## config.mk

```make
export PLATFORM = sky130hd
export DESIGN_NAME = byte_frame_receiver_sum8_core
export DESIGN_NICKNAME = d
export VERILOG_FILES = /design/src/rtl/bfrs8_pkg.sv /design/src/rtl/byte_frame_receiver_sum8_core.sv
export VERILOG_INCLUDE_DIRS = /design/src /design/src/rtl
export SDC_FILE = /design/constraint.sdc
export NUM_CORES = 1
export LEC_CHECK = 0
export BUFFER_PORTS_ARGS = -buffer_cell sky130_fd_sc_hd__clkbuf_2
export CAP_MARGIN = 40
export CORE_ASPECT_RATIO = 0.6
export CORE_MARGIN = 3
export CORE_UTILIZATION = 50
export CTS_BUF_LIST = sky130_fd_sc_hd__clkbuf_4 sky130_fd_sc_hd__clkbuf_8
export DETAILED_ROUTE_END_ITERATION = 10
export MAX_ROUTING_LAYER = met4
export PLACE_DENSITY = 0.74
export SYNTH_ARGS = -nofsm -noshare
export SYNTH_HDL_FRONTEND = slang
export SYNTH_SLANG_ARGS = --single-unit
```

## constraint.sdc

```tcl
create_clock -name clk -period 6.4 [get_ports clk]
set_input_delay 1.28 -clock clk [delete_from_list [all_inputs] [get_ports clk]]
set_output_delay 1.28 -clock clk [all_outputs]
set_load 0.03 [all_outputs]
```

## src/rtl/byte_frame_receiver_sum8_core_assert.svh

```systemverilog
// ----------------------------------------------------------------------------
// Assertion macros for the frame receiver.
// Shared checks, written against the clk / rst_n of the including module.
// ----------------------------------------------------------------------------
`ifndef BYTE_FRAME_RECEIVER_SUM8_CORE_ASSERT_SVH
`define BYTE_FRAME_RECEIVER_SUM8_CORE_ASSERT_SVH

// Same-cycle implication, checked outside reset
`define BFRS8_ASSERT_NOW(lbl, ante, cons, msg) \
  lbl: assert property (@(posedge clk) disable iff (!rst_n) (ante) |-> (cons)) \
    else $error(msg);

// Next-cycle implication, checked outside reset
`define BFRS8_ASSERT_NEXT(lbl, ante, cons, msg) \
  lbl: assert property (@(posedge clk) disable iff (!rst_n) (ante) |=> (cons)) \
    else $error(msg);

`endif

```

## src/rtl/bfrs8_pkg.sv

```systemverilog
// ----------------------------------------------------------------------------
// bfrs8_pkg
// Types and constants of the byte frame receiver with 8-bit additive sum.
// ----------------------------------------------------------------------------
package bfrs8_pkg;

  localparam int unsigned BYTE_W    = 8;
  localparam int unsigned KIND_W    = 2;
  localparam int unsigned CFG_IDX_W = 1;

  // Result kinds
  localparam logic [KIND_W-1:0] KIND_PAYLOAD  = 2'd0;
  localparam logic [KIND_W-1:0] KIND_END_GOOD = 2'd1;
  localparam logic [KIND_W-1:0] KIND_END_BAD  = 2'd2;

  // Configuration register indexes
  localparam logic [CFG_IDX_W-1:0] CFG_FIRST_HDR  = 1'd0;
  localparam logic [CFG_IDX_W-1:0] CFG_SECOND_HDR = 1'd1;

  // Header reset values
  localparam logic [BYTE_W-1:0] FIRST_HDR_RST  = 8'hAA;
  localparam logic [BYTE_W-1:0] SECOND_HDR_RST = 8'hAF;

  // Parser phase
  typedef enum logic [5:0] {
    PH_HUNT1   = 6'b000001,
    PH_HUNT2   = 6'b000010,
    PH_FUNC    = 6'b000100,
    PH_LEN     = 6'b001000,
    PH_PAYLOAD = 6'b010000,
    PH_SUM     = 6'b100000
  } phase_t;

endpackage

```

## src/rtl/byte_frame_receiver_sum8_core.sv

```systemverilog
// ----------------------------------------------------------------------------
// byte_frame_receiver_sum8_core
// Parses header / function / length / payload / checksum frames from a byte
// stream, forwards payload bytes with their index and reports each frame end.
//
//   channel | direction | handshake            | payload
//   --------+-----------+----------------------+-------------------------------
//   in      | input     | in_valid / in_stall  | in_rx_byte
//   out     | output    | out_valid / out_stall| out_kind, out_func_code,
//           |           |                      | out_frame_length, out_byte_value,
//           |           |                      | out_byte_index
//   cfg     | input     | cfg_we               | cfg_idx, cfg_wdata
//
// One word per cycle sustained while the output is not stalled; an accepted word is
// captured in the input register, and its result is then loaded into the output register.
// Reset (synchronous, rst_n low) returns the parser to header hunting, clears
// the held fields and loads the header registers with 0xAA / 0xAF.
// A stalled output holds its word; the input register then holds too and
// in_stall rises only while it is full and cannot drain.
// ----------------------------------------------------------------------------
`include "byte_frame_receiver_sum8_core_assert.svh"

module byte_frame_receiver_sum8_core
  import bfrs8_pkg::*;
(
  input  logic                 clk,
  input  logic                 rst_n,
  // input channel
  input  logic                 in_valid,
  output logic                 in_stall,
  input  logic [BYTE_W-1:0]    in_rx_byte,
  // result channel
  output logic                 out_valid,
  input  logic                 out_stall,
  output logic [KIND_W-1:0]    out_kind,
  output logic [BYTE_W-1:0]    out_func_code,
  output logic [BYTE_W-1:0]    out_frame_length,
  output logic [BYTE_W-1:0]    out_byte_value,
  output logic [BYTE_W-1:0]    out_byte_index,
  // configuration
  input  logic                 cfg_we,
  input  logic [CFG_IDX_W-1:0] cfg_idx,
  input  logic [BYTE_W-1:0]    cfg_wdata
);

  // Configuration registers
  logic [BYTE_W-1:0] first_hdr_r;
  logic [BYTE_W-1:0] second_hdr_r;

  // Input register
  logic              in_valid_r;
  logic [BYTE_W-1:0] in_byte_r;

  // Parser state
  phase_t            phase_r,   phase_nxt;
  logic [BYTE_W-1:0] func_r,    func_nxt;
  logic [BYTE_W-1:0] len_r,     len_nxt;
  logic [BYTE_W-1:0] cnt_r,     cnt_nxt;
  logic [BYTE_W-1:0] sum_r,     sum_nxt;

  // Result register
  logic              out_valid_r, res_valid_nxt;
  logic [KIND_W-1:0] kind_r,      kind_nxt;
  logic [BYTE_W-1:0] ofunc_r,     ofunc_nxt;
  logic [BYTE_W-1:0] olen_r,      olen_nxt;
  logic [BYTE_W-1:0] oval_r,      oval_nxt;
  logic [BYTE_W-1:0] oidx_r,      oidx_nxt;

  logic              out_free;
  logic              advance;
  logic              in_accept;
  logic [BYTE_W-1:0] sum_add;
  logic [BYTE_W-1:0] cnt_inc;

  // Handshake: the input word moves on when the result register can take it
  assign out_free  = !out_valid_r || !out_stall;
  assign advance   = in_valid_r && out_free;
  assign in_stall  = in_valid_r && !out_free;
  assign in_accept = in_valid && !in_stall;

  assign sum_add = sum_r + in_byte_r;
  assign cnt_inc = cnt_r + 8'd1;

  // Write header registers
  always_ff @(posedge clk) begin
    if (!rst_n) begin
      first_hdr_r  <= FIRST_HDR_RST;
      second_hdr_r <= SECOND_HDR_RST;
    end else if (cfg_we) begin
      unique case (cfg_idx)
        CFG_FIRST_HDR:  first_hdr_r  <= cfg_wdata;
        CFG_SECOND_HDR: second_hdr_r <= cfg_wdata;
        default: ;
      endcase
    end
  end

  // Capture the input word
  always_ff @(posedge clk) begin
    if (!rst_n) begin
      in_valid_r <= 1'b0;
    end else if (in_accept) begin
      in_valid_r <= 1'b1;
    end else if (advance) begin
      in_valid_r <= 1'b0;
    end
  end

  always_ff @(posedge clk) begin
    if (in_accept) begin
      in_byte_r <= in_rx_byte;
    end
  end

  // Parse one word: next phase, held fields and the result it causes
  always_comb begin
    phase_nxt     = PH_HUNT1;
    func_nxt      = func_r;
    len_nxt       = len_r;
    cnt_nxt       = cnt_r;
    sum_nxt       = sum_r;
    res_valid_nxt = 1'b0;
    kind_nxt      = KIND_PAYLOAD;
    ofunc_nxt     = func_r;
    olen_nxt      = len_r;
    oval_nxt      = '0;
    oidx_nxt      = '0;
    unique case (phase_r)
      PH_HUNT2: begin
        // a mismatch drops back without retesting this word as a first header
        if (in_byte_r == second_hdr_r) begin
          sum_nxt   = sum_add;
          phase_nxt = PH_FUNC;
        end
      end
      PH_FUNC: begin
        func_nxt  = in_byte_r;
        sum_nxt   = sum_add;
        phase_nxt = PH_LEN;
      end
      PH_LEN: begin
        len_nxt   = in_byte_r;
        sum_nxt   = sum_add;
        cnt_nxt   = '0;
        phase_nxt = (in_byte_r == '0) ? PH_SUM : PH_PAYLOAD;
      end
      PH_PAYLOAD: begin
        sum_nxt       = sum_add;
        res_valid_nxt = 1'b1;
        kind_nxt      = KIND_PAYLOAD;
        oval_nxt      = in_byte_r;
        oidx_nxt      = cnt_r;
        cnt_nxt       = cnt_inc;
        phase_nxt     = (cnt_inc == len_r) ? PH_SUM : PH_PAYLOAD;
      end
      PH_SUM: begin
        res_valid_nxt = 1'b1;
        kind_nxt      = (in_byte_r == sum_r) ? KIND_END_GOOD : KIND_END_BAD;
        cnt_nxt       = '0;
        sum_nxt       = '0;
        phase_nxt     = PH_HUNT1;
      end
      default: begin
        // hunt for the first header
        if (in_byte_r == first_hdr_r) begin
          sum_nxt   = in_byte_r;
          phase_nxt = PH_HUNT2;
        end
      end
    endcase
  end

  // Advance parser state
  always_ff @(posedge clk) begin
    if (!rst_n) begin
      phase_r <= PH_HUNT1;
      func_r  <= '0;
      len_r   <= '0;
      cnt_r   <= '0;
      sum_r   <= '0;
    end else if (advance) begin
      phase_r <= phase_nxt;
      func_r  <= func_nxt;
      len_r   <= len_nxt;
      cnt_r   <= cnt_nxt;
      sum_r   <= sum_nxt;
    end
  end

  // Load or drain the result register; hold while stalled
  always_ff @(posedge clk) begin
    if (!rst_n) begin
      out_valid_r <= 1'b0;
    end else if (out_free) begin
      out_valid_r <= advance && res_valid_nxt;
    end
  end

  always_ff @(posedge clk) begin
    if (advance && res_valid_nxt && out_free) begin
      kind_r  <= kind_nxt;
      ofunc_r <= ofunc_nxt;
      olen_r  <= olen_nxt;
      oval_r  <= oval_nxt;
      oidx_r  <= oidx_nxt;
    end
  end

  assign out_valid        = out_valid_r;
  assign out_kind         = kind_r;
  assign out_func_code    = ofunc_r;
  assign out_frame_length = olen_r;
  assign out_byte_value   = oval_r;
  assign out_byte_index   = oidx_r;

  // Checks
  `BFRS8_ASSERT_NOW(a_payload_count_below_len, phase_r == PH_PAYLOAD, cnt_r != len_r,
    "payload phase reached with count equal to length")
  `BFRS8_ASSERT_NOW(a_end_fields_zero, out_valid_r && kind_r != KIND_PAYLOAD,
    oval_r == '0 && oidx_r == '0, "frame end word carries nonzero byte fields")
  `BFRS8_ASSERT_NEXT(a_stall_holds_input, in_stall, in_valid_r && $stable(in_byte_r),
    "input register lost its word under stall")

endmodule

```

# Word level (Yosys, flattened, before mapping)
# Cells that the tools add are included.
# W data, S select, Z words.
dict set report word_totals {
  ff_bits 98
  input_bits 22
  output_inout_bits 36
  word_cells 64
}
dict set report op_classes {
  add_sub_neg 2
  n_eq_ne 10
  n_mux 13
  n_bitwise 1
  n_reduce_logical 23
}
# operator count
set op_table {}
lappend op_table {{$eq A8 B8 Y1} 4}
lappend op_table {{$pmux W6 S5} 1}
lappend op_table {{$pmux W8 S3} 1}
lappend op_table {{$mux W8} 2}
lappend op_table {{$pmux W8 S2} 1}
lappend op_table {{$mux W6} 2}
lappend op_table {{$reduce_and A2 Y1} 5}
lappend op_table {{$add A8 B1 Y8 const B} 1}
lappend op_table {{$add A8 B8 Y8} 1}
lappend op_table {{$logic_not A8 Y1} 1}
lappend op_table {{$eq A6 B2 Y1 const B} 1}
lappend op_table {{$eq A6 B3 Y1 const B} 1}
lappend op_table {{$eq A6 B4 Y1 const B} 1}
lappend op_table {{$eq A6 B5 Y1 const B} 1}
lappend op_table {{$eq A6 B6 Y1 const B} 1}
lappend op_table {{$logic_and A1 B1 Y1} 5}
lappend op_table {{$logic_not A1 Y1} 4}
lappend op_table {{$mux W2} 2}
lappend op_table {{$reduce_bool A2 Y1} 2}
lappend op_table {{$reduce_bool A4 Y1} 1}
lappend op_table {{$reduce_or A2 Y1} 2}
lappend op_table {{$mux W1} 3}
lappend op_table {{$mux W3} 1}
lappend op_table {{$reduce_and A3 Y1} 1}
lappend op_table {{4 further kinds} 4}

# Longest topological paths before layout
dict set report depth {
  ltp_word 7
  depth_mapped 8
  ltp_nobuf 7
}

# Least setup slack after synthesis
# OpenSTA, ideal clock, no wires.
dict set report synth_path {
  path_kind {input to register}
  start {input out_stall}
  end {register oidx_r[0], in the netlist out_byte_index[0], enable pin}
  setup_ns 0.438
  arrival_time_ns 3.317
  required_time_ns 5.962
  slack_ns 2.645
  stages 4
  path_buffers 1
  cell_sequence {nand2_1 -> nand2_1 -> clkbuf_1 -> a21oi_1}
}
dict set report synth_between {
  elab_chain_len 5
}
# item line_no
set synth_lines {}
lappend synth_lines {{start, declared} byte_frame_receiver_sum8_core.sv:34} ;# input logic out_stall,
lappend synth_lines {{$logic_not A1 Y1 *} byte_frame_receiver_sum8_core.sv:76} ;# assign out_free = !out_valid_r || !out_stall;
lappend synth_lines {{$logic_or A1 B1 Y1 *} byte_frame_receiver_sum8_core.sv:76}
lappend synth_lines {{$logic_and A1 B1 Y1} byte_frame_receiver_sum8_core.sv:77} ;# assign advance = in_valid_r && out_free;
lappend synth_lines {{$logic_and A1 B1 Y1} byte_frame_receiver_sum8_core.sv:200} ;# if (advance && res_valid_nxt && out_free) begin
lappend synth_lines {{$logic_and A1 B1 Y1 *} byte_frame_receiver_sum8_core.sv:200}
lappend synth_lines {{end signal, assigned} byte_frame_receiver_sum8_core.sv:205} ;# oidx_r <= oidx_nxt;
lappend synth_lines {{end, declared} byte_frame_receiver_sum8_core.sv:67} ;# logic [BYTE_W-1:0] oidx_r, oidx_nxt;
# Every way passes the cells marked *; elsewhere a longest branch is shown, timed or not.
# A chain may end at the register's enable or synchronous reset.

# Worst setup path in the final report
dict set report layout_path {
  start {input out_stall}
  end {output in_stall}
}
dict set report layout_between {
  elab_chain_len 4
}
# item line_no
set layout_lines {}
lappend layout_lines {{$logic_not A1 Y1} byte_frame_receiver_sum8_core.sv:76}
lappend layout_lines {{$logic_or A1 B1 Y1} byte_frame_receiver_sum8_core.sv:76}
lappend layout_lines {{$logic_not A1 Y1} byte_frame_receiver_sum8_core.sv:78} ;# assign in_stall = in_valid_r && !out_free;
lappend layout_lines {{$logic_and A1 B1 Y1} byte_frame_receiver_sum8_core.sv:78}
lappend layout_lines {{end, declared} byte_frame_receiver_sum8_core.sv:30} ;# output logic in_stall,
# Every way passes these cells.

==> reports/results.ini <==
[timing]
hold_ws_ns=0.4471
report.final.slew_viol_count=0
fmax_mhz=326.1
finalSetupViolCount=0
final-hold-violation-count=0
rsz0062_at_grt=no
fin_skew_ns=0.01033
worst-slew-pin-transition_ns=0.8392
relSlewSlack=0.4362
finalSetupTns_ns=0
period_needed_ns=3.066
fin_crit_sh=0.4791

[global_routing]
busiest_layer=met1
antenna_found_initial=0
grtUsageMet3=0.05980
grt_max_degree=36
grt_pass1_wl_mm=18.02
grt_pass1_vias=3424
grt_usage=0.2322
grt_overflow=0
grtUsageMet2=0.3171
grt_use_met1=0.3424

[die]
core-area_um2=8718
io_pins=58
chipHeight_um=80.32
die_w_um=129.9
die_area_um2=10430
initial_core_util=0.5280
fp-row-count=26

[synthesis]
synth-edff-count=42
synth_flop_cell=dfxtp_1
synth_fp_nets=491
synth_cell_types=61
syn_avg_cell_area_um2=10.01
synthArstFlopShare=0
syn_area_um2=4603
seq_area_frac_synth=0.5175
yosysWarnings=0
netlist_instances=460
synth_seq_cells=98

[power]
p_total_w=0.001191
p_leak_nw=2.005
power_density_nw_per_um2=231.1
peakVddDrop_uv=158.7

[route]
vias_per_cell=5.953
wl_per_cell_um=17.91
drt-total-wl_mm=11.05
initialDrtViolationCount=401
drcViolationCount=0
vias=3673
ant_nets=0
firstDrtPassIters=7

[setup_path]
path_class=input pin to primary output
worst_setup_path_start_kind=input pin
arrival_ns=1.79
end_kind=primary output
cp.required_ns=5.12
crit_path_max_fanout=3

[clock_tree]
cts_tree=built
cts_setup_buffers=0
cts_made_buffers=9
cts_sinks=98
post_cts_resized=0
root_buffer=clkbuf_8
clockBufferDepth=2
hold_buffers=0
htreeDepth=3
clkSlewWorstSetupHoldPaths_ns=0.09
clock_latency_ns=0.38

[place]
gp_congestion=0.8882
place_area_um2=4947
place_inst=601
portBuffers=57
dp_hpwl_mm=7.787

[layout]
fillers=747
fin_cells=617
fin_area_um2=5154
drive_gt1_frac=0.1881
final_nets=531
num_antenna_cells=0
areaGrowthSynthToFinish_pct=11.96

[run_status]
outcome=completed

[min_path]
worstHoldPathType=flip-flop to flip-flop

[run]
maxCapViolCount=0

==> layout by cell type (no fill, tap or decap), drive strengths merged, types with 4 or more instances in the layout <==
master and instances:
clkbuf 69, nand2 61, dfxtp 56, edfxtp 42
nor2 30, a21oi 28, nand3 23, xnor2 23
and3 16, nand4 11, a31oi 11, o21ai 11
mux2i 10, a211oi 8, ha 8, inv 7
xor2 6, a21o 6, nor2b 5, nor4 5
nor3 5, a311oi 5, buf 5, or3 4
and2 4, a21boi 4, or4 4
==> worst paths after layout <==
kind                                start                    endpoint  slack (ns)  depth (start not counted)
setup reg to reg  phase_r[4]$_SDFFE_PN0P_   out_kind[0]$_SDFFCE_PN0P_        3.84                          4
setup / recovery                out_stall                    in_stall        3.33                          3
hold reg to reg    func_r[5]$_SDFFE_PN0P_  out_func_code[5]$_DFFE_PP_        0.45                          0
hold / removal     func_r[5]$_SDFFE_PN0P_  out_func_code[5]$_DFFE_PP_        0.45                          0
==> stage by stage <==
| step | worst slack (ns) | utilization |
|---|---|---|
| 2_1_floorplan | 2.645 | - |
| 3_3_place_gp | 3.336 | 0.5634 |
| 3_5_place_dp | 3.333 | 0.5675 |
| 4_1_cts | 3.332 | 0.5911 |
| 5_1_grt | 3.290 | 0.5911 |
| 6_report | 3.334 | 0.5911 |
==> report_power, final <==
| group | internal, W | switching (W) |
|---|---|---|
| Clock | 0.000201 | 0.000216 |
| Sequential | 0.000661 | 0.0000243 |
| Combinational | 0.0000369 | 0.0000519 |
| Total | 0.000899 | 0.000292 |
==> kinds of logic (layout without fill, tap and decap cells) <==
group / after synthesis / count (layout) / share of synthesized area
and+or+nand+nor: 180 / 180 / 0.1982
AOI/OAI and AO/OA: 94 / 94 / 0.1430
DFF: 98 / 98 / 0.5175
buffers and inverters: 40 / 85 / 0.03833
muxes: 10 / 10 / 0.02175
adders and majority gates: 9 / 9 / 0.02610
xor gates and xnor gates: 29 / 29 / 0.05518
==> cell usage after synthesis (all sizes together), types with 2 or more instances <==
library cell | number | area [um2]
nor3 | 5 | 25.02
nand3 | 23 | 115.1
and3 | 16 | 105.1
xnor2 | 23 | 201.4
nor2b | 5 | 31.28
dfxtp | 56 | 1121
ha | 8 | 100.1
a311oi | 5 | 50.04
a21oi | 28 | 140.1
and2 | 4 | 25.02
mux2i | 10 | 100.1
a31oi | 11 | 68.82
or4 | 4 | 33.78
a211oi | 8 | 60.06
clkbuf | 23 | 88.84
o211ai | 3 | 22.52
nor2 | 30 | 127.6
nand2b | 3 | 18.77
xor2 | 6 | 52.55
a21boi | 4 | 30.03
o2111ai | 3 | 43.80
o21ai | 11 | 58.81
or3 | 4 | 25.02
a21o | 6 | 53.80
edfxtp | 42 | 1261
or2 | 2 | 12.52
buf | 10 | 61.30
a31o | 3 | 26.28
o21a | 3 | 22.52
a32oi | 2 | 17.52
nand4b | 2 | 17.52
inv | 7 | 26.28
nand2 | 61 | 231.5
nor4 | 5 | 31.28
and3b | 2 | 18.77
nand4 | 11 | 68.82
==> per-layer routing <==
layer	vias to the layer above	wire length [um]
li1	1751	-
met1	1755	5461
met2	151	4523
met3	16	920
met4	0	145
met5	-	0
==> area by class of cell <==
type,instances,area (um2),area share
Timing Repair Buffer,62,342.8,0.06652
Clock inverter,4,53.80,0.01044
Multi-Input combinational cell,322,2056,0.3989
Inverter,7,26.28,0.005098
Sequential cell,98,2382,0.4622
Clock buffer,12,152.6,0.02962
Tap cell,112,140.1,0.02719
==> flip-flops by register name, summed over array words and instances (netlist names) <==
name              flops
out_byte_index        8
out_byte_value        8
len_r                 8
phase_r               6
in_valid_r            1
out_func_code         8
func_r                8
first_hdr_r           8
cnt_r                 8
out_kind              2
sum_r                 8
second_hdr_r          8
in_byte_r             8
out_frame_length      8
out_valid             1
==> worst max-delay path, stage by stage <==
cell	delay, ns
clkbuf_2	0.10
and3_1	0.19
clkbuf_2	0.21
No activity file was read; power rests on OpenSTA's default activity.
